--- config.mk ---
export PLATFORM = sky130hd
export DESIGN_NAME = knn_ctrl
export DESIGN_NICKNAME = d
export VERILOG_FILES = /design/src/rtl/core/assert_macros.svh /design/src/rtl/core/knn_pkg.sv /design/src/rtl/core/knn_ctrl.sv
export SDC_FILE = /design/constraint.sdc
export NUM_CORES = 1
export LEC_CHECK = 0
export BUFFER_PORTS_ARGS = -buffer_cell sky130_fd_sc_hd__buf_2
export CAP_MARGIN = 20
export CORE_AREA = 3 3 95 97
export DETAILED_ROUTE_END_ITERATION = 12
export DIE_AREA = 0 0 98 100
export PLACE_DENSITY = 0.77
export SLEW_MARGIN = 20
export SYNTH_ARGS = -nofsm -noshare
export SYNTH_HDL_FRONTEND = slang
export SYNTH_SLANG_ARGS = --single-unit
--- constraint.sdc ---
create_clock -name clock -period 10.75 [get_ports clock]
set_clock_uncertainty 0.15 [all_clocks]
set_input_delay 0 -clock clock [delete_from_list [all_inputs] [get_ports clock]]
set_output_delay 0 -clock clock [all_outputs]
set_load 0.03 [all_outputs]
--- src/rtl/core/assert_macros.svh ---
// Assertion macros shared by the RTL.
// No dependencies.
`ifndef ASSERT_MACROS_SVH
`define ASSERT_MACROS_SVH
// Check an implication every clock, idle during reset.
`define ASSERT_IMPL(label, clk, rst, ante, cons) \
   label: assert property (@(posedge clk) disable iff (rst) (ante) |-> (cons)) \
      else $error("assertion failed");
// Check an implication whose consequent must hold in the next cycle.
`define ASSERT_NEXT(label, clk, rst, ante, cons) \
   label: assert property (@(posedge clk) disable iff (rst) (ante) |=> (cons)) \
      else $error("assertion failed");
`endif

--- src/rtl/core/knn_pkg.sv ---
// Types and constants of the k-nearest-neighbor search block.
// No dependencies.
`timescale 1ns / 1ps
package knn_pkg;
   localparam logic [1:0] ST_OK    = 2'd0;
   localparam logic [1:0] ST_DIM   = 2'd1;
   localparam logic [1:0] ST_FULL  = 2'd2;
   localparam logic [1:0] ST_EMPTY = 2'd3;
   localparam logic ACT_INSERT = 1'b0;
   localparam logic ACT_QUERY  = 1'b1;

   typedef struct packed {
      logic               action;
      logic signed [15:0] value;
      logic               last;
      logic [63:0]        id;
      logic [4:0]         k;
   } req_type;

   typedef struct packed {
      logic [1:0]  status;
      logic [63:0] id_res;
      logic [3:0]  rank;
      logic        last_res;
   } rsp_type;

   // Controller to datapath commands.
   typedef struct packed {
      logic take;       // write accepted component
      logic scan_start; // clear accumulator, start at entry 0 comp 0
      logic scan_step;  // read next component pair
      logic emit_load;  // load emit rank 0
      logic emit_step;  // advance emit rank
   } cmd_type;

   // Datapath to controller status.
   typedef struct packed {
      logic scan_done;
      logic emit_done;
      logic dist_ready;
      logic insert_full;
   } sts_type;
endpackage

--- src/rtl/core/knn_ctrl.sv ---
// Controller state machine for the k-nearest-neighbor search block.
// Depends on knn_pkg.
`timescale 1ns / 1ps
module knn_ctrl (
   input  logic             clock,
   input  logic             reset,
   input  logic             req_valid,
   output logic             req_stall,
   input  knn_pkg::req_type req,
   input  logic             rsp_stall,
   output logic             rsp_valid,
   output knn_pkg::rsp_type rsp,
   input  logic             mismatch,
   input  logic             empty,
   input  knn_pkg::sts_type sts,
   input  logic [63:0]      emit_id,
   input  logic [3:0]       emit_rank,
   input  logic             emit_last,
   output knn_pkg::cmd_type cmd,
   output logic             commit_insert
);
   import knn_pkg::*;

   localparam logic [2:0] S_IDLE = 3'd0;
   localparam logic [2:0] S_SCAN = 3'd1;
   localparam logic [2:0] S_LOAD = 3'd2;
   localparam logic [2:0] S_READ = 3'd3;
   localparam logic [2:0] S_EMIT = 3'd4;
   localparam logic [2:0] S_HOLD = 3'd5;

   logic [2:0] state_ff, state_in;
   logic       vld_ff, vld_in;
   rsp_type    rsp_ff, rsp_in;
   logic       take;

   assign req_stall = (state_ff != S_IDLE) || (vld_ff && rsp_stall);
   assign take = req_valid && !req_stall;
   assign rsp_valid = vld_ff;
   assign rsp = rsp_ff;

   always_comb begin
      state_in = state_ff;
      vld_in = vld_ff && rsp_stall;
      rsp_in = rsp_ff;
      cmd = '0;
      commit_insert = 1'b0;
      cmd.take = take;
      case (state_ff)
         S_IDLE: begin
            if (take && req.last) begin
               vld_in = 1'b1;
               rsp_in = '{status: ST_OK, id_res: 64'd0, rank: 4'd0, last_res: 1'b1};
               if (mismatch) rsp_in.status = ST_DIM;
               else if (req.action == ACT_INSERT) begin
                  if (sts.insert_full) rsp_in.status = ST_FULL;
                  else commit_insert = 1'b1;
               end else if (empty) rsp_in.status = ST_EMPTY;
               else begin
                  vld_in = 1'b0;
                  cmd.scan_start = 1'b1;
                  state_in = S_SCAN;
               end
            end
         end
         S_SCAN: begin
            cmd.scan_step = 1'b1;
            if (sts.scan_done) state_in = S_LOAD;
         end
         S_LOAD: begin
            cmd.emit_load = 1'b1;
            state_in = S_READ;
         end
         S_READ: state_in = S_EMIT;
         S_EMIT: begin
            if (!vld_ff || !rsp_stall) begin
               vld_in = 1'b1;
               rsp_in = '{status: ST_OK, id_res: emit_id, rank: emit_rank,
                          last_res: emit_last};
               if (emit_last) state_in = S_IDLE;
               else begin
                  cmd.emit_step = 1'b1;
                  state_in = S_READ;
               end
            end
         end
         default: state_in = S_IDLE;
      endcase
   end

   always_ff @(posedge clock) begin
      if (reset) begin
         state_ff <= S_IDLE;
         vld_ff   <= 1'b0;
      end else begin
         state_ff <= state_in;
         vld_ff   <= vld_in;
      end
      rsp_ff <= rsp_in;
   end
endmodule
==> PnR_summary.wiki <==
{| class="wikitable"
! Metric !! Value
|-
| Status || complete, no violations
|-
| Net total in the final layout || 601
|-
| Number of port buffers || 157
|-
| Worst-path maximum fanout || 12
|-
| Layout area overhead || 64.9%
|-
| Number of antenna violations at the first check in global routing || 0
|-
| Slew Viols, Final || 0
|-
| Combinational cell fraction of total power || 0.133
|-
| Prevailing post-synth register cell || edfxtp_1
|-
| Sequential Area || 2210 sq um
|-
| Worst Hold Slack || 41.3 ps
|-
| Worst Setup Slack, final || 7390 ps
|-
| Share of cells above drive strength 1 || 0.405
|-
| Simple-gate share of the synthesized area || 0.204
|-
| Synthesized netlist cell count || 194
|-
| Number of rows created at floorplan || 33
|-
| Internal power contribution || 451 uW
|-
| Post-Synth Adder-Cell Area || 0
|-
| Total number of yosys warnings || 0
|-
| Switching Power || 155 uW
|-
| Period Utilization, post-route || 0.313
|-
| Critical path capture point type || register
|-
| Post-layout minimum cycle time || 3360 ps
|-
| Maximum clock frequency || 297 MHz
|-
| Portion of total power attributed to sequential cells || 0.547
|-
| First-iteration detailed-routing DRC count || 73
|-
| Number of optimization iterations in the first detailed-route pass || 4
|-
| Vertical extent of the die || 100 um
|-
| Relative slew slack || 0.618
|-
| Post-route cell area || 4810 sq um
|-
| Vias after detailed routing || 2402
|-
| Die Outline Area || 9800 sq um
|-
| DRC || 0
|-
| Required arrival time at the worst endpoint || 10830 ps
|-
| Placed inst area || 3830 sq um
|-
| Avg Vias per Cell || 4.41
|-
| Part of the Yosys area used for sequential elements || 0.758
|-
| Number of synthesized flops with an enable pin || 71
|-
| Synth Area in XOR/XNOR || 0.00300
|-
| CTS Buf Count || 9
|-
| Count of fill cells added during filler insertion || 642
|-
| Horizontal die dimension || 98 um
|-
| Worst hold path type || in2reg
|-
| Routed wire length per instance || 14.6 um
|-
| Number of synthesized register bits || 75
|-
| Commonest non-fill, non-tap cell in the layout || buf_2
|-
| Startpoint Class || register
|-
| Arrival time of data at the critical path endpoint || 3450 ps
|-
| TritonCTS clock tree || built
|-
| Multi-input logic area || 671 sq um
|-
| Finished Layout Cells || 545
|-
| Sw Share || 0.255
|-
| Worst voltage drop across the vdd grid || 0.0740 mV
|-
| Total standard cell area after synthesis || 2920 sq um
|-
| Count of antenna diodes in the layout || 0
|-
| Asr flop ratio synth || 0
|-
| Mux share of post-synthesis cell area || 0.00343
|-
| Synth unique cells || 27
|-
| Clock network fraction of design power || 0.320
|-
| Total overflow reported by the global router || 0
|-
| Maximum number of pins on one net before global-route repair || 74
|-
| Fraction of the mapped netlist area in compound gates || 0.0154
|-
| Setup repair after global routing missed its margin || false
|-
| Transition time at the pin with the least slew margin || 572 ps
|-
| Buffer levels on the longest clock path || 2
|-
| # IOs || 245
|-
| Clock slew seen by the registers of the worst setup and hold paths || 80 ps
|-
| Type of the setup path with the least slack || reg2reg
|-
| Post-detailed-placement half-perimeter wirelength || 4.82 mm
|-
| Number of endpoints with negative hold slack in the final report || 0
|-
| Main combinational cell family by area after synthesis || simple AND/OR/NAND/NOR gates
|-
| Max-cap violations || 0
|-
| Most frequent cells in the layout || 157 x buf_2, 81 x dlygate4sd3_1, 71 x edfxtp_1
|-
| Total instance count after detailed placement || 448
|-
| Area of the core || 8220 sq um
|-
| All-layer global routing usage || 0.166
|-
| Antenna-violating nets left || 0
|-
| GPL Wtd Cong || 0.742
|-
| Root buffer selected by CTS || clkbuf_8
|-
| Syn_area_per_cell || 15.0 sq um
|-
| Post-CTS repair timing setup buffer count || 0
|-
| Pleak || 0.00209 uW
|-
| Via count of the first global-routing pass || 2547
|-
| Number of sinks handled by clock tree synthesis || 75
|-
| Worst-Skew Late Latency || 340 ps
|-
| Post-synthesis net count || 360
|-
| Final setup fails || 0
|-
| Depth of the CTS H-tree || 3
|-
| Worst setup timing slack at the placement stage || 8920 ps
|-
| Total negative slack for setup checks || 0 ps
|-
| Power per Cell Area || 126 nW/um^2
|-
| Overall routed net length || 7.95 mm
|-
| Effective utilization at floorplan || 0.355
|-
| Global-route wire length before repair || 12.6 mm
|}
[cell type report]
type | instances | area share
Sequential cell | 75 | 0.460
Timing Repair Buffer | 241 | 0.336
Multi-Input combinational cell | 107 | 0.139
Tap cell | 105 | 0.0273
Clock buffer | 9 | 0.0257
Clock inverter | 7 | 0.0109
Inverter | 1 | 0.000780
[through the flow]
| step | utilization | power, uW |
|---|---|---|
| 6_report | 0.586 | 606 |
| 5_1_grt | 0.586 | 632 |
| 4_1_cts | 0.586 | 614 |
| 3_5_place_dp | 0.466 | 396 |
| 3_3_place_gp | 0.466 | 395 |
| 2_1_floorplan | - | 372 |
[power groups by stage]
stage / Clock [uW] / Sequential, uW / Combinational, uW
2_1_floorplan: 0 / 362 / 10.3
3_3_place_gp: 0 / 338 / 57.3
3_5_place_dp: 0 / 338 / 57.8
4_1_cts: 202 / 332 / 80.2
5_1_grt: 213 / 332 / 86.2
6_report: 194 / 331 / 80.5
[Yosys cell counts, drive strengths merged, types with 2 or more instances]
cell / instances / share of area
nor2: 7 / 0.0090
o21ai: 3 / 0.0051
a21oi: 3 / 0.0051
nand2: 3 / 0.0039
dfxtp: 4 / 0.027
nand3b: 2 / 0.0051
nor3b: 2 / 0.0069
nor3: 5 / 0.010
and2: 70 / 0.15
edfxtp: 71 / 0.73
clkbuf: 10 / 0.013
nand2b: 2 / 0.0043
[routing by layer]
metal	routed length (um)	track usage	up-vias
met5	0	0	-
met3	631	0.0493	10
met2	4070	0.305	115
li1	-	-	1156
met1	3120	0.180	1121
met4	129	0.0628	0
[logic make-up after synthesis]
group / count (synthesis)
DFF: 75
muxes: 1
and+or+nand+nor: 97
AOI/OAI and AO/OA: 8
buffers and inverters: 12
xor gates and xnor gates: 1
[worst max-delay path: stages (launching register included)]
cell,delay (ps)
dfxtp_1,470
or4b_1,610
dlygate4sd3_1,600
nor3_1,210
dlygate4sd3_1,610
nor3_1,50
dlygate4sd3_1,550
[timing repair]
action / 4_1_cts / 5_1_grt
hold endpoints to repair: 75 / 0
gates resized for setup: 0 / 0
hold buffers: 81 / 0
endpoints found under the setup margin: 0 / 0
[flip-flops by register name (all words and copies together) (netlist names)]
signal     flops
rsp_valid      1
state_ff       3
rsp           71
[path summary, 6_finish.rpt]
check / endpoint / slack [ps] / start / depth (start not counted)
worst max-delay path: rsp_valid / 7390 / state_ff[0] / 6
worst min-delay path: state_ff[1] / 40 / sts[3] / 5
worst max register to register: rsp_valid / 7390 / state_ff[0] / 6
worst min register to register: state_ff[1] / 570 / state_ff[2] / 2
Note: power is estimated with default switching activity, not from simulation.
